**src/hdl/desm_pkg.sv**
```systemverilog
// Shared types and constants for the dual EWMA load smoother.
package desm_pkg;

    localparam int METER_W    = 4;
    localparam int SAMPLE_W   = 32;
    localparam int FALLBACK_W = 23;
    localparam int AVG_W      = 31;
    localparam int DECAY_W    = 8;
    localparam int MASK_W     = 10;
    localparam int CFG_IDX_W  = 2;
    localparam int CFG_DATA_W = 10;

    // register indexes on the configuration channel
    localparam logic [CFG_IDX_W-1:0] CFG_MINUTE_DECAY   = 2'd0;
    localparam logic [CFG_IDX_W-1:0] CFG_HOUR_DECAY     = 2'd1;
    localparam logic [CFG_IDX_W-1:0] CFG_PRESCALED_MASK = 2'd2;

    localparam logic [DECAY_W-1:0] MINUTE_DECAY_RST   = 8'd0;
    localparam logic [DECAY_W-1:0] HOUR_DECAY_RST     = 8'd230;
    localparam logic [MASK_W-1:0]  PRESCALED_MASK_RST = 10'd896;

    typedef logic [AVG_W-1:0] avg_t;

    // result of one average update
    typedef struct packed {
        avg_t avg;
        logic wrapped;
    } blend_res_t;

endpackage

```
**src/hdl/desm_if.sv**
```systemverilog
// Channel interfaces of the dual EWMA load smoother: sample, result and configuration.
interface desm_in_if;
    logic                                     valid;
    logic                                     ready;
    logic [desm_pkg::METER_W-1:0]             meter_index;
    logic signed [desm_pkg::SAMPLE_W-1:0]     raw_sample;
    logic [desm_pkg::FALLBACK_W-1:0]          fallback_max;

    modport source (output valid, meter_index, raw_sample, fallback_max, input ready);
    modport sink   (input valid, meter_index, raw_sample, fallback_max, output ready);
endinterface

interface desm_out_if;
    logic                         valid;
    logic                         ready;
    logic [desm_pkg::METER_W-1:0] meter_echo;
    logic [desm_pkg::AVG_W-1:0]   minute_average;
    logic [desm_pkg::AVG_W-1:0]   hour_average;
    logic                         minute_wrapped;
    logic                         hour_wrapped;

    modport source (output valid, meter_echo, minute_average, hour_average,
                    minute_wrapped, hour_wrapped, input ready);
    modport sink   (input valid, meter_echo, minute_average, hour_average,
                    minute_wrapped, hour_wrapped, output ready);
endinterface

interface desm_cfg_if;
    logic                            valid;
    logic                            ready;
    logic [desm_pkg::CFG_IDX_W-1:0]  index;
    logic [desm_pkg::CFG_DATA_W-1:0] data;

    modport source (output valid, index, data, input ready);
    modport sink   (input valid, index, data, output ready);
endinterface

```
**src/hdl/desm_term.sv**
```systemverilog
// Sample conditioning: clamp, scale to fixed point, optional divide back for prescaled meters.
module desm_term #(
    parameter int FRACTION_BITS = 8
) (
    input  logic [desm_pkg::METER_W-1:0]         meter_index,
    input  logic signed [desm_pkg::SAMPLE_W-1:0] raw_sample,
    input  logic [desm_pkg::MASK_W-1:0]          prescaled_mask,
    output logic [31:0]                          term
);

    logic [31:0] clamped;
    logic [31:0] shifted;
    logic [31:0] neg_mag;
    logic [31:0] divided;
    logic        prescaled;

    // drop negative samples to zero
    assign clamped = raw_sample[31] ? 32'd0 : 32'(raw_sample);
    assign shifted = clamped << FRACTION_BITS;

    // signed divide by scale, rounding toward zero, on the wrapped product
    assign neg_mag = (32'd0 - shifted) >> FRACTION_BITS;
    assign divided = shifted[31] ? (32'd0 - neg_mag) : (shifted >> FRACTION_BITS);

    // meters past the mask register count as not prescaled
    assign prescaled = (32'(meter_index) < desm_pkg::MASK_W) &&
                       prescaled_mask[meter_index];

    assign term = prescaled ? divided : shifted;

endmodule

```
**src/hdl/desm_blend.sv**
```systemverilog
// One fixed-point exponential average update with wraparound fallback.
module desm_blend #(
    parameter int FRACTION_BITS = 8
) (
    input  logic [desm_pkg::DECAY_W-1:0]    decay,
    input  desm_pkg::avg_t                  prev,
    input  logic [31:0]                     term,
    input  logic [desm_pkg::FALLBACK_W-1:0] fallback,
    output desm_pkg::blend_res_t            res
);

    localparam logic [31:0] FSCALE = 32'd1 << FRACTION_BITS;

    logic [31:0] kept;
    logic [31:0] added;
    logic [31:0] sum;
    logic [31:0] fb_scaled;
    logic [31:0] shifted;

    // all products and sums wrap at 32 bits
    assign kept      = 32'(decay) * 32'(prev);
    assign added     = term * (FSCALE - 32'(decay));
    assign sum       = kept + added;
    assign fb_scaled = 32'(fallback) << FRACTION_BITS;
    assign shifted   = sum >> FRACTION_BITS;

    always_comb
    begin
        res.wrapped = sum[31];
        res.avg     = sum[31] ? fb_scaled[desm_pkg::AVG_W-1:0]
                              : shifted[desm_pkg::AVG_W-1:0];
    end

endmodule

```
**src/hdl/dual_ewma_load_smoother_core.sv**
```systemverilog
// Top level of the dual EWMA load smoother: channels, pipeline and per-meter state.
//
// Usage: each beat on in_ch carries one raw sample for one meter together
// with that meter's current full scale. The block clamps the sample,
// brings it to fixed point and updates a fast (minute) and a slow (hour)
// average for that meter. Every input beat yields exactly one beat on
// out_ch with the meter index, both new averages and two wrap flags.
// Meters at or above NUM_METERS leave state alone and report zeros.
// cfg_ch writes minute_decay, hour_decay and prescaled_mask by index;
// it is always ready, and writes belong in idle periods only.
// Between an input beat and its result beat lie the input register, then
// the result register. Throughput: one beat per cycle while out_ch takes
// results, as the two blend units finish the read-modify-write of the
// averages between the input and result registers.
// Reset: averages clear to zero, decays and mask take reset values, and
// both pipeline stages empty. When the receiver stalls, the result holds
// in its register, the input stage fills, and in_ch.ready then drops.
module dual_ewma_load_smoother_core #(
    parameter int NUM_METERS    = 10,
    parameter int FRACTION_BITS = 8
) (
    input  logic       clk,
    input  logic       rst_n,
    desm_in_if.sink    in_ch,
    desm_out_if.source out_ch,
    desm_cfg_if.sink   cfg_ch
);

    localparam int IDX_W = (NUM_METERS > 1) ? $clog2(NUM_METERS) : 1;

    // configuration registers
    logic [desm_pkg::DECAY_W-1:0] minute_decay_reg;
    logic [desm_pkg::DECAY_W-1:0] hour_decay_reg;
    logic [desm_pkg::MASK_W-1:0]  prescaled_mask_reg;

    // per-meter averages
    desm_pkg::avg_t minute_store_reg [NUM_METERS];
    desm_pkg::avg_t hour_store_reg   [NUM_METERS];

    // input stage
    logic                            s1_valid_reg;
    logic [desm_pkg::METER_W-1:0]    s1_meter_reg;
    logic [31:0]                     s1_term_reg;
    logic [desm_pkg::FALLBACK_W-1:0] s1_fallback_reg;

    // result stage
    logic                         out_valid_reg;
    logic [desm_pkg::METER_W-1:0] out_meter_reg;
    desm_pkg::avg_t               out_minute_reg;
    desm_pkg::avg_t               out_hour_reg;
    logic                         out_minute_wrap_reg;
    logic                         out_hour_wrap_reg;

    logic                 in_fire;
    logic                 s1_advance;
    logic                 s1_hit;
    logic [IDX_W-1:0]     s1_idx;
    logic [31:0]          in_term;
    desm_pkg::blend_res_t minute_res;
    desm_pkg::blend_res_t hour_res;

    // configuration write: always ready, unknown indexes ignored
    assign cfg_ch.ready = 1'b1;

    always_ff @(posedge clk or negedge rst_n)
    begin
        if (!rst_n)
        begin
            minute_decay_reg   <= desm_pkg::MINUTE_DECAY_RST;
            hour_decay_reg     <= desm_pkg::HOUR_DECAY_RST;
            prescaled_mask_reg <= desm_pkg::PRESCALED_MASK_RST;
        end
        else if (cfg_ch.valid)
        begin
            unique case (cfg_ch.index)
                desm_pkg::CFG_MINUTE_DECAY:
                    minute_decay_reg <= cfg_ch.data[desm_pkg::DECAY_W-1:0];
                desm_pkg::CFG_HOUR_DECAY:
                    hour_decay_reg <= cfg_ch.data[desm_pkg::DECAY_W-1:0];
                desm_pkg::CFG_PRESCALED_MASK:
                    prescaled_mask_reg <= cfg_ch.data;
                default:
                    ;
            endcase
        end
    end

    // flow control: the result register frees when empty or taken
    assign s1_advance  = s1_valid_reg && (!out_valid_reg || out_ch.ready);
    assign in_ch.ready = !s1_valid_reg || s1_advance;
    assign in_fire     = in_ch.valid && in_ch.ready;

    // condition the sample on its way into the input register
    desm_term #(
        .FRACTION_BITS (FRACTION_BITS)
    ) u_term (
        .meter_index    (in_ch.meter_index),
        .raw_sample     (in_ch.raw_sample),
        .prescaled_mask (prescaled_mask_reg),
        .term           (in_term)
    );

    always_ff @(posedge clk or negedge rst_n)
    begin
        if (!rst_n)
        begin
            s1_valid_reg <= 1'b0;
        end
        else if (in_ch.ready)
        begin
            s1_valid_reg <= in_ch.valid;
        end
    end

    always_ff @(posedge clk)
    begin
        if (in_fire)
        begin
            s1_meter_reg    <= in_ch.meter_index;
            s1_term_reg     <= in_term;
            s1_fallback_reg <= in_ch.fallback_max;
        end
    end

    // pick the meter's state; out-of-range meters never write it
    assign s1_hit = 32'(s1_meter_reg) < NUM_METERS;
    assign s1_idx = IDX_W'(s1_meter_reg);

    desm_blend #(
        .FRACTION_BITS (FRACTION_BITS)
    ) u_minute (
        .decay    (minute_decay_reg),
        .prev     (s1_hit ? minute_store_reg[s1_idx] : '0),
        .term     (s1_term_reg),
        .fallback (s1_fallback_reg),
        .res      (minute_res)
    );

    desm_blend #(
        .FRACTION_BITS (FRACTION_BITS)
    ) u_hour (
        .decay    (hour_decay_reg),
        .prev     (s1_hit ? hour_store_reg[s1_idx] : '0),
        .term     (s1_term_reg),
        .fallback (s1_fallback_reg),
        .res      (hour_res)
    );

    // write back the averages at the same edge the result is captured,
    // so the next beat for the same meter already sees them
    always_ff @(posedge clk or negedge rst_n)
    begin
        if (!rst_n)
        begin
            for (int i = 0; i < NUM_METERS; i++)
            begin
                minute_store_reg[i] <= '0;
                hour_store_reg[i]   <= '0;
            end
        end
        else if (s1_advance && s1_hit)
        begin
            minute_store_reg[s1_idx] <= minute_res.avg;
            hour_store_reg[s1_idx]   <= hour_res.avg;
        end
    end

    always_ff @(posedge clk or negedge rst_n)
    begin
        if (!rst_n)
        begin
            out_valid_reg <= 1'b0;
        end
        else if (!out_valid_reg || out_ch.ready)
        begin
            out_valid_reg <= s1_valid_reg;
        end
    end

    always_ff @(posedge clk)
    begin
        if (s1_advance)
        begin
            out_meter_reg       <= s1_meter_reg;
            out_minute_reg      <= s1_hit ? minute_res.avg : '0;
            out_hour_reg        <= s1_hit ? hour_res.avg : '0;
            out_minute_wrap_reg <= s1_hit && minute_res.wrapped;
            out_hour_wrap_reg   <= s1_hit && hour_res.wrapped;
        end
    end

    assign out_ch.valid          = out_valid_reg;
    assign out_ch.meter_echo     = out_meter_reg;
    assign out_ch.minute_average = out_minute_reg;
    assign out_ch.hour_average   = out_hour_reg;
    assign out_ch.minute_wrapped = out_minute_wrap_reg;
    assign out_ch.hour_wrapped   = out_hour_wrap_reg;

    // a stalled input stage keeps its beat
    a_s1_hold: assert property (@(posedge clk) disable iff (!rst_n)
        s1_valid_reg && !s1_advance |=> s1_valid_reg)
        else $error("input stage dropped a beat while stalled");

    // an out-of-range meter reports all zeros
    a_miss_zero: assert property (@(posedge clk) disable iff (!rst_n)
        out_valid_reg && (32'(out_meter_reg) >= NUM_METERS) |->
        (out_minute_reg == '0) && (out_hour_reg == '0) &&
        !out_minute_wrap_reg && !out_hour_wrap_reg)
        else $error("out-of-range meter reported nonzero result");

    // the stored averages match the reported ones after an update
    a_store_match: assert property (@(posedge clk) disable iff (!rst_n)
        s1_advance && s1_hit |=>
        (minute_store_reg[$past(s1_idx)] == out_minute_reg) &&
        (hour_store_reg[$past(s1_idx)] == out_hour_reg))
        else $error("stored average differs from reported result");

endmodule

```
**src/flat_wrapper.sv**
```systemverilog
// flat-port wrapper written by rule: the top's interface ports become plain ports
module dual_ewma_load_smoother_core_flat 
#(
    parameter int NUM_METERS    = 10,
    parameter int FRACTION_BITS = 8
)
  (clk, rst_n, in_ch_valid, in_ch_meter_index, in_ch_raw_sample, in_ch_fallback_max, in_ch_ready, out_ch_valid, out_ch_meter_echo, out_ch_minute_average, out_ch_hour_average, out_ch_minute_wrapped, out_ch_hour_wrapped, out_ch_ready, cfg_ch_valid, cfg_ch_index, cfg_ch_data, cfg_ch_ready);
  desm_in_if in_ch_i ();
  desm_out_if out_ch_i ();
  desm_cfg_if cfg_ch_i ();
  input  logic clk;
  input  logic rst_n;
  input wire logic [$bits(in_ch_i.valid)-1:0] in_ch_valid;
  input wire logic [$bits(in_ch_i.meter_index)-1:0] in_ch_meter_index;
  input wire logic [$bits(in_ch_i.raw_sample)-1:0] in_ch_raw_sample;
  input wire logic [$bits(in_ch_i.fallback_max)-1:0] in_ch_fallback_max;
  output wire logic [$bits(in_ch_i.ready)-1:0] in_ch_ready;
  output wire logic [$bits(out_ch_i.valid)-1:0] out_ch_valid;
  output wire logic [$bits(out_ch_i.meter_echo)-1:0] out_ch_meter_echo;
  output wire logic [$bits(out_ch_i.minute_average)-1:0] out_ch_minute_average;
  output wire logic [$bits(out_ch_i.hour_average)-1:0] out_ch_hour_average;
  output wire logic [$bits(out_ch_i.minute_wrapped)-1:0] out_ch_minute_wrapped;
  output wire logic [$bits(out_ch_i.hour_wrapped)-1:0] out_ch_hour_wrapped;
  input wire logic [$bits(out_ch_i.ready)-1:0] out_ch_ready;
  input wire logic [$bits(cfg_ch_i.valid)-1:0] cfg_ch_valid;
  input wire logic [$bits(cfg_ch_i.index)-1:0] cfg_ch_index;
  input wire logic [$bits(cfg_ch_i.data)-1:0] cfg_ch_data;
  output wire logic [$bits(cfg_ch_i.ready)-1:0] cfg_ch_ready;
  assign in_ch_i.valid = in_ch_valid;
  assign in_ch_i.meter_index = in_ch_meter_index;
  assign in_ch_i.raw_sample = in_ch_raw_sample;
  assign in_ch_i.fallback_max = in_ch_fallback_max;
  assign in_ch_ready = in_ch_i.ready;
  assign out_ch_valid = out_ch_i.valid;
  assign out_ch_meter_echo = out_ch_i.meter_echo;
  assign out_ch_minute_average = out_ch_i.minute_average;
  assign out_ch_hour_average = out_ch_i.hour_average;
  assign out_ch_minute_wrapped = out_ch_i.minute_wrapped;
  assign out_ch_hour_wrapped = out_ch_i.hour_wrapped;
  assign out_ch_i.ready = out_ch_ready;
  assign cfg_ch_i.valid = cfg_ch_valid;
  assign cfg_ch_i.index = cfg_ch_index;
  assign cfg_ch_i.data = cfg_ch_data;
  assign cfg_ch_ready = cfg_ch_i.ready;
  dual_ewma_load_smoother_core #(.NUM_METERS(NUM_METERS), .FRACTION_BITS(FRACTION_BITS)) u_core (.clk(clk), .rst_n(rst_n), .in_ch(in_ch_i), .out_ch(out_ch_i), .cfg_ch(cfg_ch_i));
endmodule
```
**config.mk**
```make
export PLATFORM = sky130hd
export DESIGN_NAME = dual_ewma_load_smoother_core_flat
export DESIGN_NICKNAME = d
export VERILOG_FILES = /design/src/hdl/desm_pkg.sv /design/src/hdl/desm_if.sv /design/src/hdl/desm_term.sv /design/src/hdl/desm_blend.sv /design/src/hdl/dual_ewma_load_smoother_core.sv /design/src/flat_wrapper.sv
export SDC_FILE = /design/constraint.sdc
export NUM_CORES = 2
export LEC_CHECK = 0
export ABC_AREA = 1
export BUFFER_PORTS_ARGS = -buffer_cell sky130_fd_sc_hd__buf_2
export CORE_ASPECT_RATIO = 0.75
export CORE_MARGIN = 5
export CORE_UTILIZATION = 45
export DETAILED_ROUTE_END_ITERATION = 10
export MAX_ROUTING_LAYER = met4
export PLACE_DENSITY = 0.71
export SYNTH_ARGS = -nofsm -noshare
export SYNTH_HDL_FRONTEND = slang
export SYNTH_SLANG_ARGS = --single-unit
```
**constraint.sdc**
```tcl
create_clock -name clk -period 7.7 [get_ports clk]
set_input_delay 0.77 -clock clk [delete_from_list [all_inputs] [get_ports clk]]
set_output_delay 0.77 -clock clk [all_outputs]
set_load 0.03 [all_outputs]
```
==> metrics <==
gr usage total 28.38%; final setup fails 0; Starting Density 45.14%; HP Class in2async; CP max FO 8; Fill cells 12980; grt total ovfl 0; #FFs+latches synth 775; IO Pins 147; Antenna Nets Post-Route 0; RSZ-0062 raised after global routing true; Clock Skew 0.03099 ns; final worst slack 0.08925 ns; cts bufs inserted 78; Max clock buf depth 3; Worst Path Arrival 8.25 ns; final worst path period share 98.84%; WL final 217600 um; largest net degree at the start of global routing 173; Core Area 0.1446 mm2; average routed wire per standard cell 20.50 um; min cycle time layout 7.611 ns; row count 121; Yosys warning count 0; Clock Latency Late Sink 0.70 ns; synth cell count leaders 2681 x nand2_1, 1500 x inv_1, 774 x fa_1; initial antenna violation count 2; storage element area 0.02004 mm2; metal1 wirelength 88250 um; Crit Path Category reg2reg; dpl ws -0.1089 ns; initial DRC count 7372; Slew HR 24.57%; met3 wire len 25390 um; number of global-route vias before repair 57310; top_reg_cell synth dfrtp_1; TritonRoute pass-1 iters 8; Mapped Cells 8215; Final Net Count 9657; CTS Root Cell clkbuf_16; clk sink count 775; ys async rst share 83.61%; Placer Congestion 0.9693; DR vias 57640; dpl hpwl 155000 um; Synth Cell Area 0.06527 mm2; syn avg cell area 7.945 um2; EDFF count, synth 127; Critical Path RT 8.34 ns; Final Slew Violations 0; Worst R2R Setup Slack 0.09 ns; die height 339.8 um; Vias/cell 5.431; register area share after synthesis 30.70%; H-tree lvl count 3; Syn Nets 9230; Fin. Hold Viols 0; clock-pin slew on the worst setup and hold paths 0.07 ns; f_max 131.4 MHz; CTS tree yes; Worst setup EP type flop; global-route wire length before repair 331000 um; Worst path max stage delay 0.60 ns; share of cells above drive strength 1 14.92%; Die Span X 449.7 um; # DRC 0; Max stage delay cell, worst path fa_2; full die area 0.1528 mm2; max cap viols 0; Netlist cell types 56; status complete, no violations; startpoint types flop; Worst-Margin Slew 1.131 ns; port bufs 138; Area Growth Syn to Fin 18.33%; post-synth top area cell dfrtp_1; Top Layer Used met4; count leader, synth nand2_1; area fraction of the dominant cell type after synthesis 24.54%; area occupied by multi-input gates 0.03913 mm2; Hold-fix buffers, CTS 0; Synth area leaders dfrtp_1 25%, fa_1 24%, nand2_1 15%; WL met2 94680 um
-- path summary, 6_finish.rpt --
kind	start	end	cells after the start
worst max-delay path	u_core.s1_idx[1]	u_core.hour_store_reg[18]	36
worst min register to register	u_core.hour_store_reg[133]	u_core.hour_store_reg[133]	2
worst min-delay path	rst_n	u_core.hour_store_reg[45]	1
max in group asynchronous	rst_n	u_core.minute_store_reg[176]	3
worst max register to register	u_core.s1_idx[1]	u_core.hour_store_reg[18]	36
min in group clk	in_ch_fallback_max[4]	u_core.s1_fallback_reg[4]	1
-- cell families (layout without fill, tap and decap cells) --
family	count (synthesis)	after routing	synth area share [%]
simple gates	3729	3730	23.24
buf+inv	1974	2463	11.81
fa+ha+maj	939	939	26.90
flops	775	775	30.70
compound gates	725	725	6.363
xor+xnor	70	70	0.9394
mux	2	2	0.03451
other cells	1	4	0.005746
-- cell type report --
cell class	instances	share of cell area, %
Multi-Input combinational cell	5467	50.67
Sequential cell	775	25.95
Timing Repair Buffer	809	9.528
Inverter	1511	7.373
Tap cell	1906	3.088
Clock buffer	105	2.817
Clock inverter	38	0.5654
Antenna cell	3	0.009721
-- cells in the final DEF (no fill, tap or decap), types with 27 or more instances in the layout --
master / count
nand3_2: 51
buf_4: 501
o21ai_1: 71
buf_2: 145
a22oi_1: 148
fa_1: 748
inv_1: 1452
a21oi_1: 74
nand3_1: 457
xnor2_1: 27
o21ai_0: 326
inv_2: 49
buf_12: 91
dfrtp_1: 638
a21oi_2: 32
nand2_2: 45
clkbuf_16: 93
nor2_1: 342
buf_6: 51
xor2_1: 40
nand4_1: 90
edfxtp_1: 127
ha_1: 142
nand2_1: 2634
-- critical path: cells and delay by family, from the launching register on --
kind                     cells  cell delay [ns]
buffers and inverters       16             1.89
AND/OR/NAND/NOR             11             1.34
adder cells (fa/ha/maj)      7             3.49
AO/OA/AOI/OAI                2             0.36
flip-flops                   1             0.42
-- per-stage QoR --
stage	utilization (%)	hold slack [ns]	std cells	instance area (um2)	setup TNS, ns
floorplan	-	0.4478	8215	65270	0
global placement	49.76	0.4617	10390	71950	-0.1344
detailed placement	49.76	0.4650	10390	71950	-3.960
CTS	51.67	0.1592	10540	74710	0
global route	53.41	0.2100	10610	77220	-4.444
finish	53.41	0.1140	10610	77230	0
-- metal layers --
layer,up-vias,global-route usage (%)
li1,25730,-
met2,3111,41.39
met3,459,6.844
met1,28350,38.83
met5,-,-
met4,0,10.14
-- what timing repair did --
| action | 4_1_cts | 5_1_grt |
|---|---|---|
| setup buffers | 4 | 47 |
| hold endpoints to repair | 0 | 0 |
| pin swaps | 3 | 149 |
| endpoints found under the setup margin | 313 | 684 |
| resized for setup | 27 | 421 |
| cloned | 0 | 26 |
Power is not shown: default switching activity piles up to over one toggle a cycle in this logic, so the estimate is an artifact.
